File: src/rtl/sct_pkg.sv
// ----------------------------------------------------------------------------
// sct_pkg: shared types and constants of the source character tokenizer
// Token kinds, event codes, the result record and character class helpers.
// ----------------------------------------------------------------------------
package sct_pkg;

  localparam int unsigned LineBitsDef = 16;
  localparam int unsigned MaxRes      = 3;
  localparam int unsigned LineOutBits = 16;

  // token kinds
  localparam logic [4:0] KindId    = 5'd0;
  localparam logic [4:0] KindInt   = 5'd1;
  localparam logic [4:0] KindStr   = 5'd2;
  localparam logic [4:0] KindAsgn  = 5'd3;
  localparam logic [4:0] KindPlus  = 5'd4;
  localparam logic [4:0] KindMinus = 5'd5;
  localparam logic [4:0] KindStar  = 5'd6;
  localparam logic [4:0] KindSlash = 5'd7;
  localparam logic [4:0] KindLpar  = 5'd8;
  localparam logic [4:0] KindRpar  = 5'd9;
  localparam logic [4:0] KindLbrc  = 5'd10;
  localparam logic [4:0] KindRbrc  = 5'd11;
  localparam logic [4:0] KindComma = 5'd12;
  localparam logic [4:0] KindLt    = 5'd13;
  localparam logic [4:0] KindGt    = 5'd14;
  localparam logic [4:0] KindSemi  = 5'd15;
  localparam logic [4:0] KindEof   = 5'd16;
  localparam logic [4:0] KindErr   = 5'd17;

  // event codes
  localparam logic [1:0] EvPay = 2'd0;
  localparam logic [1:0] EvEnd = 2'd1;
  localparam logic [1:0] EvOne = 2'd2;
  localparam logic [1:0] EvEof = 2'd3;

  // characters of interest
  localparam logic [7:0] ChUnder = 8'h5F;
  localparam logic [7:0] ChQuote = 8'h22;
  localparam logic [7:0] ChNl    = 8'h0A;
  localparam logic [7:0] ChTab   = 8'h09;
  localparam logic [7:0] ChSpace = 8'h20;
  localparam logic [7:0] ChSemi  = 8'h3B;
  localparam logic [7:0] ChEq    = 8'h3D;
  localparam logic [7:0] ChLt    = 8'h3C;
  localparam logic [7:0] ChGt    = 8'h3E;

  typedef struct packed {
    logic [4:0]             kind;
    logic [1:0]             ev;
    logic [7:0]             val;
    logic [LineOutBits-1:0] line;
  } sct_res_t;

  function automatic logic is_alpha(input logic [7:0] c);
    is_alpha = (c >= 8'h61 && c <= 8'h7A) || (c >= 8'h41 && c <= 8'h5A);
  endfunction

  function automatic logic is_digit(input logic [7:0] c);
    is_digit = (c >= 8'h30 && c <= 8'h39);
  endfunction

  function automatic logic [4:0] single_kind(input logic [7:0] c);
    case (c)
      ChEq:   single_kind = KindAsgn;
      8'h2B:  single_kind = KindPlus;
      8'h2D:  single_kind = KindMinus;
      8'h2A:  single_kind = KindStar;
      8'h2F:  single_kind = KindSlash;
      8'h28:  single_kind = KindLpar;
      8'h29:  single_kind = KindRpar;
      8'h7B:  single_kind = KindLbrc;
      8'h7D:  single_kind = KindRbrc;
      8'h2C:  single_kind = KindComma;
      ChLt:   single_kind = KindLt;
      ChGt:   single_kind = KindGt;
      ChSemi: single_kind = KindSemi;
      default: single_kind = KindErr;
    endcase
  endfunction

endpackage

File: src/rtl/sct_in_reg.sv
// ----------------------------------------------------------------------------
// sct_in_reg: input holding register
// Captures one source character and its end flag until the scanner takes it.
// ----------------------------------------------------------------------------
module sct_in_reg
  import sct_pkg::*;
(
  input  logic       clk_i,
  input  logic       rst_ni,
  input  logic       valid_i,
  output logic       ready_o,
  input  logic [7:0] char_i,
  input  logic       eos_i,
  input  logic       take_i,
  output logic       valid_o,
  output logic [7:0] char_o,
  output logic       eos_o
);

  logic       vld_q;
  logic [7:0] char_q;
  logic       eos_q;

  assign ready_o = !vld_q || take_i;
  assign valid_o = vld_q;
  assign char_o  = char_q;
  assign eos_o   = eos_q;

  always_ff @(posedge clk_i or negedge rst_ni) begin
    if (!rst_ni) begin
      vld_q <= 1'b0;
    end else if (ready_o) begin
      vld_q <= valid_i;
    end
  end

  always_ff @(posedge clk_i) begin
    if (ready_o && valid_i) begin
      char_q <= char_i;
      eos_q  <= eos_i;
    end
  end

endmodule

File: src/rtl/sct_scan.sv
// ----------------------------------------------------------------------------
// sct_scan: scanner state and per-character decode
// Holds scan mode and line counter; produces up to three results a character.
// ----------------------------------------------------------------------------
module sct_scan
  import sct_pkg::*;
#(
  parameter int unsigned LINE_BITS = LineBitsDef
) (
  input  logic       clk_i,
  input  logic       rst_ni,
  input  logic       take_i,
  input  logic [7:0] char_i,
  input  logic       eos_i,
  output sct_res_t   res_o [MaxRes],
  output logic [1:0] count_o
);

  typedef enum logic [1:0] {
    ModeIdle = 2'd0,
    ModeId   = 2'd1,
    ModeNum  = 2'd2,
    ModeStr  = 2'd3
  } mode_e;

  localparam logic [LINE_BITS-1:0] LineMax = '1;
  localparam logic [LINE_BITS-1:0] LineOne = LINE_BITS'(1);

  mode_e                mode_q, mode_d;
  logic [LINE_BITS-1:0] line_q, line_d;

  function automatic logic [LineOutBits-1:0] line_out(input logic [LINE_BITS-1:0] l);
    logic [LINE_BITS+LineOutBits-1:0] ext;
    ext = {{LineOutBits{1'b0}}, l};
    line_out = ext[LineOutBits-1:0];
  endfunction

  always_comb begin
    mode_e                mode_a;
    logic                 run_idle;
    logic [LINE_BITS-1:0] line_b;
    logic [1:0]           n;
    logic [4:0]           open_kind;

    for (int i = 0; i < MaxRes; i++) begin
      res_o[i] = '0;
    end
    n        = 2'd0;
    mode_a   = mode_q;
    run_idle = 1'b0;
    line_b   = line_q;
    open_kind = KindStr;

    // continue or close the open token
    case (mode_q)
      ModeStr: begin
        if (char_i == ChQuote) begin
          res_o[0] = '{KindStr, EvEnd, 8'd0, line_out(line_q)};
          mode_a   = ModeIdle;
        end else begin
          res_o[0] = '{KindStr, EvPay, char_i, line_out(line_q)};
        end
        n = 2'd1;
      end
      ModeId: begin
        if (is_alpha(char_i) || is_digit(char_i) || char_i == ChUnder) begin
          res_o[0] = '{KindId, EvPay, char_i, line_out(line_q)};
        end else begin
          res_o[0] = '{KindId, EvEnd, 8'd0, line_out(line_q)};
          mode_a   = ModeIdle;
          run_idle = 1'b1;
        end
        n = 2'd1;
      end
      ModeNum: begin
        if (is_digit(char_i)) begin
          res_o[0] = '{KindInt, EvPay, char_i, line_out(line_q)};
        end else begin
          res_o[0] = '{KindInt, EvEnd, 8'd0, line_out(line_q)};
          mode_a   = ModeIdle;
          run_idle = 1'b1;
        end
        n = 2'd1;
      end
      default: begin
        run_idle = 1'b1;
      end
    endcase

    // treat the character as one seen between tokens
    if (run_idle) begin
      if (is_alpha(char_i)) begin
        mode_a   = ModeId;
        res_o[n] = '{KindId, EvPay, char_i, line_out(line_q)};
        n        = n + 2'd1;
      end else if (is_digit(char_i)) begin
        mode_a   = ModeNum;
        res_o[n] = '{KindInt, EvPay, char_i, line_out(line_q)};
        n        = n + 2'd1;
      end else if (char_i == ChQuote) begin
        mode_a = ModeStr;
      end else if (char_i == ChSpace || char_i == ChTab) begin
        mode_a = ModeIdle;
      end else if (char_i == ChNl) begin
        if (line_q != LineMax) begin
          line_b = line_q + LineOne;
        end
      end else begin
        res_o[n] = '{single_kind(char_i), EvOne, char_i, line_out(line_q)};
        n        = n + 2'd1;
      end
    end

    mode_d = mode_a;
    line_d = line_b;

    // close an open token if under two results are already set, and append the end-of-source marker
    if (eos_i) begin
      case (mode_a)
        ModeId:  open_kind = KindId;
        ModeNum: open_kind = KindInt;
        default: open_kind = KindStr;
      endcase
      if (mode_a != ModeIdle && n < 2'd2) begin
        res_o[n] = '{open_kind, EvEnd, 8'd0, line_out(line_b)};
        n        = n + 2'd1;
      end
      res_o[n] = '{KindEof, EvEof, 8'd0, line_out(line_b)};
      n        = n + 2'd1;
      mode_d   = ModeIdle;
      line_d   = LineOne;
    end

    count_o = n;
  end

  always_ff @(posedge clk_i or negedge rst_ni) begin
    if (!rst_ni) begin
      mode_q <= ModeIdle;
      line_q <= LineOne;
    end else if (take_i) begin
      mode_q <= mode_d;
      line_q <= line_d;
    end
  end

endmodule

File: src/rtl/sct_res_queue.sv
// ----------------------------------------------------------------------------
// sct_res_queue: result register bank
// Holds the results of one character and hands them out one per transaction.
// ----------------------------------------------------------------------------
module sct_res_queue
  import sct_pkg::*;
(
  input  logic       clk_i,
  input  logic       rst_ni,
  input  logic       load_i,
  input  sct_res_t   res_i [MaxRes],
  input  logic [1:0] count_i,
  output logic       free_o,
  output logic       valid_o,
  input  logic       ready_i,
  output sct_res_t   res_o,
  output logic       last_o
);

  sct_res_t   res_q [MaxRes];
  logic [1:0] cnt_q;
  logic [1:0] idx_q;
  logic       pop;

  assign valid_o = (cnt_q != 2'd0);
  assign last_o  = (idx_q == cnt_q - 2'd1);
  assign pop     = valid_o && ready_i;
  assign free_o  = !valid_o || (pop && last_o);
  assign res_o   = res_q[idx_q];

  always_ff @(posedge clk_i or negedge rst_ni) begin
    if (!rst_ni) begin
      cnt_q <= 2'd0;
      idx_q <= 2'd0;
    end else if (load_i) begin
      cnt_q <= count_i;
      idx_q <= 2'd0;
    end else if (pop && last_o) begin
      cnt_q <= 2'd0;
      idx_q <= 2'd0;
    end else if (pop) begin
      idx_q <= idx_q + 2'd1;
    end
  end

  always_ff @(posedge clk_i) begin
    if (load_i) begin
      for (int i = 0; i < MaxRes; i++) begin
        res_q[i] <= res_i[i];
      end
    end
  end

endmodule

File: src/rtl/source_char_tokenizer_unit.sv
// ----------------------------------------------------------------------------
// source_char_tokenizer_unit: streaming source character tokenizer
// Turns a byte stream of source text into identifier, number, string,
// punctuator, error and end-of-source token events.
// ----------------------------------------------------------------------------
//
//  channel | dir | tdata                                  | tlast
//  --------+-----+----------------------------------------+--------------------
//  s_axis  | in  | [7:0] char_byte                        | end_of_source
//  m_axis  | out | [4:0] kind [6:5] event [14:7] value    | last_of_run
//          |     | [30:15] line_number, [31] zero         |
//
//  A character is taken into the input register, decoded combinationally into
//  zero to three results that are loaded into the result bank, and the bank
//  then drains one result per cycle while m_axis_tready is high. With a single
//  result port, a character waits in the input register until the bank is free.
//  The next character is decoded in the same cycle that the last result of
//  the previous one leaves. Reset puts the scanner between tokens on line 1.
//  A stall on m_axis holds the bank and, once the input register is full,
//  drops s_axis_tready.
// ----------------------------------------------------------------------------
module source_char_tokenizer_unit
  import sct_pkg::*;
#(
  parameter int unsigned LINE_BITS = LineBitsDef
) (
  input  logic        clk_i,
  input  logic        rst_ni,
  input  logic        s_axis_tvalid,
  output logic        s_axis_tready,
  input  logic [7:0]  s_axis_tdata,   // [7:0] char_byte
  input  logic        s_axis_tlast,   // end_of_source
  output logic        m_axis_tvalid,
  input  logic        m_axis_tready,
  output logic [31:0] m_axis_tdata,   // [4:0] token_kind, [6:5] event_res,
                                      // [14:7] value_byte, [30:15] line_number
  output logic        m_axis_tlast    // last_of_run
);

  logic       in_vld;
  logic [7:0] in_char;
  logic       in_eos;
  logic       take;
  logic       q_free;
  sct_res_t   scan_res [MaxRes];
  logic [1:0] scan_cnt;
  sct_res_t   out_res;

  // decode the held character once the result bank can take its results
  assign take = in_vld && q_free;

  sct_in_reg u_in_reg (
    .clk_i   (clk_i),
    .rst_ni  (rst_ni),
    .valid_i (s_axis_tvalid),
    .ready_o (s_axis_tready),
    .char_i  (s_axis_tdata),
    .eos_i   (s_axis_tlast),
    .take_i  (take),
    .valid_o (in_vld),
    .char_o  (in_char),
    .eos_o   (in_eos)
  );

  sct_scan #(
    .LINE_BITS (LINE_BITS)
  ) u_scan (
    .clk_i   (clk_i),
    .rst_ni  (rst_ni),
    .take_i  (take),
    .char_i  (in_char),
    .eos_i   (in_eos),
    .res_o   (scan_res),
    .count_o (scan_cnt)
  );

  sct_res_queue u_res_queue (
    .clk_i   (clk_i),
    .rst_ni  (rst_ni),
    .load_i  (take),
    .res_i   (scan_res),
    .count_i (scan_cnt),
    .free_o  (q_free),
    .valid_o (m_axis_tvalid),
    .ready_i (m_axis_tready),
    .res_o   (out_res),
    .last_o  (m_axis_tlast)
  );

  // pack the result fields, lowest field first, pad to a whole word
  assign m_axis_tdata = {1'b0, out_res.line, out_res.val, out_res.ev, out_res.kind};

endmodule
File: config.mk
export PLATFORM = sky130hd
export DESIGN_NAME = source_char_tokenizer_unit
export DESIGN_NICKNAME = d
export VERILOG_FILES = /design/src/rtl/sct_pkg.sv /design/src/rtl/sct_in_reg.sv /design/src/rtl/sct_scan.sv /design/src/rtl/sct_res_queue.sv /design/src/rtl/source_char_tokenizer_unit.sv
export SDC_FILE = /design/constraint.sdc
export NUM_CORES = 1
export LEC_CHECK = 0
export BUFFER_PORTS_ARGS = -buffer_cell sky130_fd_sc_hd__buf_2
export CAP_MARGIN = 0
export CORE_ASPECT_RATIO = 1.4
export CORE_UTILIZATION = 30
export DETAILED_ROUTE_END_ITERATION = 12
export MAX_ROUTING_LAYER = met4
export PLACE_DENSITY_LB_ADDON = 0.08
export SYNTH_ARGS = -nofsm -noshare
export SYNTH_HDL_FRONTEND = slang
export SYNTH_SLANG_ARGS = --single-unit
File: constraint.sdc
create_clock -name clk_i -period 4.7 [get_ports clk_i]
set_input_delay 0.705 -clock clk_i [delete_from_list [all_inputs] [get_ports clk_i]]
set_output_delay 0.705 -clock clk_i [all_outputs]
set_load 0.005 [all_outputs]
**After elaboration in Yosys (flattened, before gate mapping)**

Memories as Yosys holds them, arrays and structs flattened.
Cells that the tools add are included.

- Flip-flop bits (word level): 32
- Bits in writable memories: 93
- Memories: 1
- Output and inout port bits: 35
- Word-level logic and storage cells: 150
- Input port bits: 13

Memories:

| memory | words | width | read ports | clocked after memory_dff | write ports | RTL line | text |
|---|---|---|---|---|---|---|---|
| u_res_queue.res_q | 3 | 31 | 1 | 0 | 3 | sct_res_queue.sv:20 | `sct_res_t res_q [MaxRes];` |

- Bitwise gates (word level): 3
- Reductions and logical operators: 24
- Equal/unequal tests: 25
- $add $sub $neg: 6
- Muxes and demuxes: 71
- Order comparisons: 13

Operators with widths:

| cell | count |
|---|---|
| 93-bit 2-to-1 mux | 9 |
| 93-bit bitwise mux | 5 |
| 31-bit demux with 2-bit select | 3 |
| 16-bit 2-to-1 mux | 8 |
| 8-bit by 6-bit equality test with 1-bit output (second input constant) | 13 |
| 31-bit 2-to-1 mux | 3 |
| 31-bit one-hot mux with 3 select lines | 1 |
| 25-bit 2-to-1 mux | 3 |
| 5-bit one-hot mux with 13 select lines | 1 |
| 2-bit 2-to-1 mux | 23 |
| 5-bit 2-to-1 mux | 7 |
| 8-bit by 7-bit equality test with 1-bit output (second input constant) | 3 |
| 16-bit by 1-bit adder with 16-bit output (second input constant) | 1 |
| 8-bit by 4-bit equality test with 1-bit output (second input constant) | 2 |
| 8-bit by 7-bit >= comparator with 1-bit output (second input constant) | 2 |
| 8-bit by 7-bit less-or-equal comparator with 1-bit output (second input constant) | 2 |
| 16-bit inequality test (second input constant) | 1 |
| 1-bit logical AND | 11 |
| 3-bit >= comparator (second input constant) | 3 |
| 3-bit by 1-bit less-than comparator with 1-bit output (second input constant) | 3 |
| 8-bit by 6-bit >= comparator with 1-bit output (second input constant) | 1 |
| 8-bit by 6-bit less-or-equal comparator with 1-bit output (second input constant) | 1 |
| 2-bit by 1-bit adder with 2-bit output (second input constant) | 3 |
| 2-bit equality test (second input constant) | 3 |
| other kinds (16) | 30 |

**Depth between registers and ports, before layout**

- Word-level depth: 23
- Mapped depth: 18
- Gate-level depth less buffers: 16

**Hierarchy**

Synthesis repeated with hierarchy kept, for this count alone.

- Cell total of the unflattened synthesis: 692
- Area total of the unflattened synthesis: 7,218.2 sq um

Modules (own cells, without submodules):

| module | area an instance (sq um) | seq. area each (sq um) | cells an instance | times used |
|---|---|---|---|---|
| sct_res_queue | 3,726.1 | 2,892.8 | 223 | 1 |
| sct_scan | 3,150.5 | 451.7 | 453 | 1 |
| sct_in_reg | 324.1 | 295.3 | 13 | 1 |
| source_char_tokenizer_unit | 17.5 | 0.0 | 3 | 1 |

**Least setup slack after synthesis**

No wires, ideal clock.

- Path kind: register to register
- Start: register u_res_queue.cnt_q[0]
- End: register u_scan.line_q[6]
- Cell stages (with the launch flop): 13
- Slack: 85 ps
- Period minus slack after synthesis: 4,615 ps
- Library setup time: 135 ps
- Buffers on the path: 2
- Arrival: 4,480 ps
- Cells stage by stage: dfrtp_1 > inv_1 > ha_1 > xnor2_1 > nor2_1 > a21oi_1 > nand2b_1 > clkbuf_1 > inv_1 > clkbuf_1 > o21ai_0 > nand2_1 > o31ai_1

- Longest elaborated chain between the ends: 5
- Elaborated cells on any way between the ends: 8
- Classes of those cells: add/sub (1); eq/ne (1); reduce/logical (6)

RTL lines:

| element | RTL line | text |
|---|---|---|
| from (decl) | sct_res_queue.sv:21 | `logic [1:0] cnt_q;` |
| from (signal assigned) | sct_res_queue.sv:36 | `cnt_q <= count_i;` |
| 2-bit by 1-bit subtractor with 2-bit output | sct_res_queue.sv:26 | `assign last_o = (idx_q == cnt_q - 2'd1);` |
| 2-bit equality test | sct_res_queue.sv:26 |  |
| via m_axis_tlast | source_char_tokenizer_unit.sv:37 | `output logic m_axis_tlast` |
| 1-bit logical AND | sct_res_queue.sv:28 | `assign free_o = !valid_o \|\| (pop && last_o);` |
| 1-bit logical OR | sct_res_queue.sv:28 |  |
| 1-bit logical AND | source_char_tokenizer_unit.sv:50 | `assign take = in_vld && q_free;` |
| via take | source_char_tokenizer_unit.sv:43 | `logic take;` |
| to (signal assigned) | sct_scan.sv:140 | `line_q <= LineOne;` |
| to (signal assigned) | sct_scan.sv:143 | `line_q <= line_d;` |
| to (decl) | sct_scan.sv:30 | `logic [LINE_BITS-1:0] line_q, line_d;` |

The timed path passes the listed nets, and every way through them passes these cells.
A chain may end at the register's enable or synchronous reset.

==> qor.yml <==
logic_synthesis:
  ys_warn_count: 0
  synth-main-ff-cell: "edfxtp_1"
  ys_seq_area_share_pct: 49.43
  synth_async_sr_flop_share_pct: 20.18
  synth.distinct_cells: 73
  syn_area_mm2: 0.006695
  synth.avg_cell_area_um2: 9.717
  synth_edf_count: 91
  synth_mux_area_share_pct: 4.784
  ys_seq_elements: 114
  yosys.area.top_type_share_pct: 40.81
  synth_commonest_cells: "91 x edfxtp_1, 90 x nand2_1, 60 x o21ai_0, 54 x nor2_1, 41 x a21oi_1"
  yosys.area_share.simple_pct: 19.10
  synth_compound_area_share_pct: 17.49
  netlist_instances: 689
  synth.most_common_cell: "edfxtp_1"
  synthXorXnorAreaFrac_pct: 2.224
  synth_top_cell_by_area: "edfxtp_1"
  yosys.area_share.adder_pct: 2.243
  synth_top_family_by_area: "simple AND/OR/NAND/NOR gates"
  synth_fp_nets: 714
  ys_top_cells_by_area: "edfxtp_1 41%, dfrtp_1 8.2%, nand2_1 5.0%, mux2i_1 4.8%, o21ai_0 4.5%"
route:
  drt_iter0_markers: 434
  vias_per_cell: 5.076
  drt_wl_total_um: 18170
  drc: 0
  num_vias: 5223
  firstDrtPassIters: 4
  wl_per_cell_um: 17.65
  ant_nets: 0
setup_path:
  crit_slowest_cell: "edfxtp_1"
  critical_path_class: "flip-flop to flip-flop"
  cpPeakStageDelay_ns: 0.66
  path_delay_family: "compound AO/OA/AOI/OAI gates"
  crit_path_end_kind: "flip-flop"
  crit_chain: "and2_1 > a41oi_2 > nand2_1 > a211o_1 > o21ai_0 > ha_1 > nand2b_1 > xor2_1 > inv_1 > ha_1 > nand2_1 > o21a_1 > inv_2 > and3_1 > a211o_1"
  path_max_fanout: 24
  critPathArrivalTime_ns: 4.44
  cp_num_buf_inv: 2
  worstSetupStartpointType: "flip-flop"
  cp.required_ns: 4.87
floorplan:
  die_x_um: 128.3
  initial_core_util_pct: 30.63
  rows: 64
  io_pins: 48
  die_area_mm2: 0.02293
  core_area_mm2: 0.02186
  fp.dieH_um: 178.8
clocking:
  clock_latency_ns: 0.43
  htreeDepth: 4
  cts_resized: 0
  postCtsHoldBufs: 0
  clkTransAtPathRegs_ns: 0.06
  cts_buffers: 17
  cts_root_buf: "clkbuf_16"
  numClockSinks: 114
  clock_path_buffers: 2
  cts_setup_buffers: 0
  cts_tree: "yes"
pwr:
  max-vdd-ir-drop_v: 0.0003555
  power_density_mw_per_mm2: 705.0
  leakagePower_nw: 2.894
  totalPowerFinal_mw: 5.530
placement:
  gp_congestion: 0.8596
  dp.cells: 997
  place_hpwl_um: 12440
  portBuffers: 46
hold_path:
  hold_path_class: "input pin to async pin"
grt:
  grt_pass1_wl_um: 28810
  grt_antenna_before_repair: 0
  grt_start_max_net_pins: 93
  gr-total-overflow: 0
  first_global_vias: 5319
  grt_usage_pct: 17.39
timing:
  slew_headroom_pct: 42.50
  tns_ns: 0
  drv_slew: 0
  fin_crit_sh_pct: 90.84
  setup_viol: 0
  tightest_slew_ns: 0.8554
  period_needed_ns: 4.270
  max_freq_mhz: 234.2
  hold_viol_final: 0
  grt_setup_unrepaired: "no"
  fin_skew_ns: 0.01828
finish:
  antenna_cells: 0
  drive_gt1_share_pct: 15.57
  nets: 744
  num-fill-cells: 2223
  finalNonFillerCells: 1029
  syn_to_final_growth_pct: 17.17
run_status:
  outcome: "finished, final reports clean"
flow_run:
  drv_cap: 0
==> area by class of cell <==
cell class,count,area [um2],area share (%)
Timing Repair Buffer,60,347.8,4.434
Clock inverter,9,175.2,2.233
Clock buffer,23,478.0,6.093
Multi-Input combinational cell,503,3073,39.17
Tap cell,297,371.6,4.737
Inverter,23,87.58,1.116
Sequential cell,114,3312,42.22
==> registers in the layout (all words and copies together) (netlist names) <==
signal	flops
u_in_reg.char_o	8
u_scan.mode_q	2
u_in_reg.eos_o	1
u_in_reg.valid_o	1
u_res_queue.idx_q	2
u_res_queue.res_q	82
u_scan.line_q	16
u_res_queue.cnt_q	2
==> where the power goes <==
group,leakage [nW],total (mW),switching [mW],internal (mW)
Clock,0.315,1.45,0.463,0.982
Combinational,1.38,2.23,1.47,0.762
Sequential,1.20,1.85,0.195,1.66
==> path summary, 6_finish.rpt <==
| check | startpoint | to | slack (ns) | cells after the start |
|---|---|---|---|---|
| setup / recovery | u_in_reg.char_o[4] | u_res_queue.res_q[1][10] | 0.43 | 15 |
| hold / removal | rst_ni | u_scan.line_q[7] | 0.31 | 1 |
| setup reg to reg | u_in_reg.char_o[4] | u_res_queue.res_q[1][10] | 0.43 | 15 |
| hold reg to reg | u_res_queue.cnt_q[1] | u_res_queue.cnt_q[1] | 0.53 | 2 |
| max in group asynchronous | rst_ni | u_res_queue.idx_q[1] | 3.94 | 1 |
| min in group clk_i | s_axis_tdata[6] | u_in_reg.char_o[6] | 0.46 | 1 |
==> metal layers <==
layer	share of wire (%)	up-vias	global-route usage, %
li1	-	2572	-
met1	41	2534	18.31
met2	54	88	31.46
met3	2.5	29	2.925
met4	2.7	0	8.137
met5	0	-	-
==> through the flow <==
step           area, um2  setup slack (ns)  util, %  hold WS (ns)
5_1_grt             7845           0.05434    35.89        0.3452
4_1_cts             7845            0.3958    35.89        0.3247
6_report            7845            0.4305    35.89        0.3092
3_5_place_dp        7192            0.4102    32.90        0.5080
2_1_floorplan       6695           0.08492        -        0.4094
3_3_place_gp        7192            0.5097    32.90        0.5000
==> kinds of logic (layout without fill, tap and decap cells) <==
group                    count (synthesis)  in the layout
multiplexers                            32             32
flip-flops                             114            114
XOR/XNOR                                17             17
AND/OR/NAND/NOR                        255            255
adder cells (fa/ha/maj)                 12             12
other                                    1              1
buffers and inverters                   72            115
AO/OA/AOI/OAI                          186            186
==> cells in the final DEF, fill, tap and decap left out, drive strengths merged, types with 5 or more instances in the layout <==
| cell type | n |
|---|---|
| nor2 | 55 |
| o211ai | 7 |
| buf | 60 |
| inv | 23 |
| and3 | 13 |
| o21ai | 67 |
| or3 | 9 |
| clkbuf | 23 |
| nand2b | 8 |
| nand3 | 19 |
| nor4 | 6 |
| a31oi | 21 |
| ha | 12 |
| bufinv | 5 |
| dfrtp | 22 |
| edfxtp | 91 |
| mux2i | 32 |
| o21a | 8 |
| o31ai | 11 |
| nand2 | 91 |
| a21oi | 41 |
| xnor2 | 14 |
| nor2b | 6 |
| nor3 | 13 |
| and2 | 16 |
Note: power is estimated with default switching activity, not from simulation.
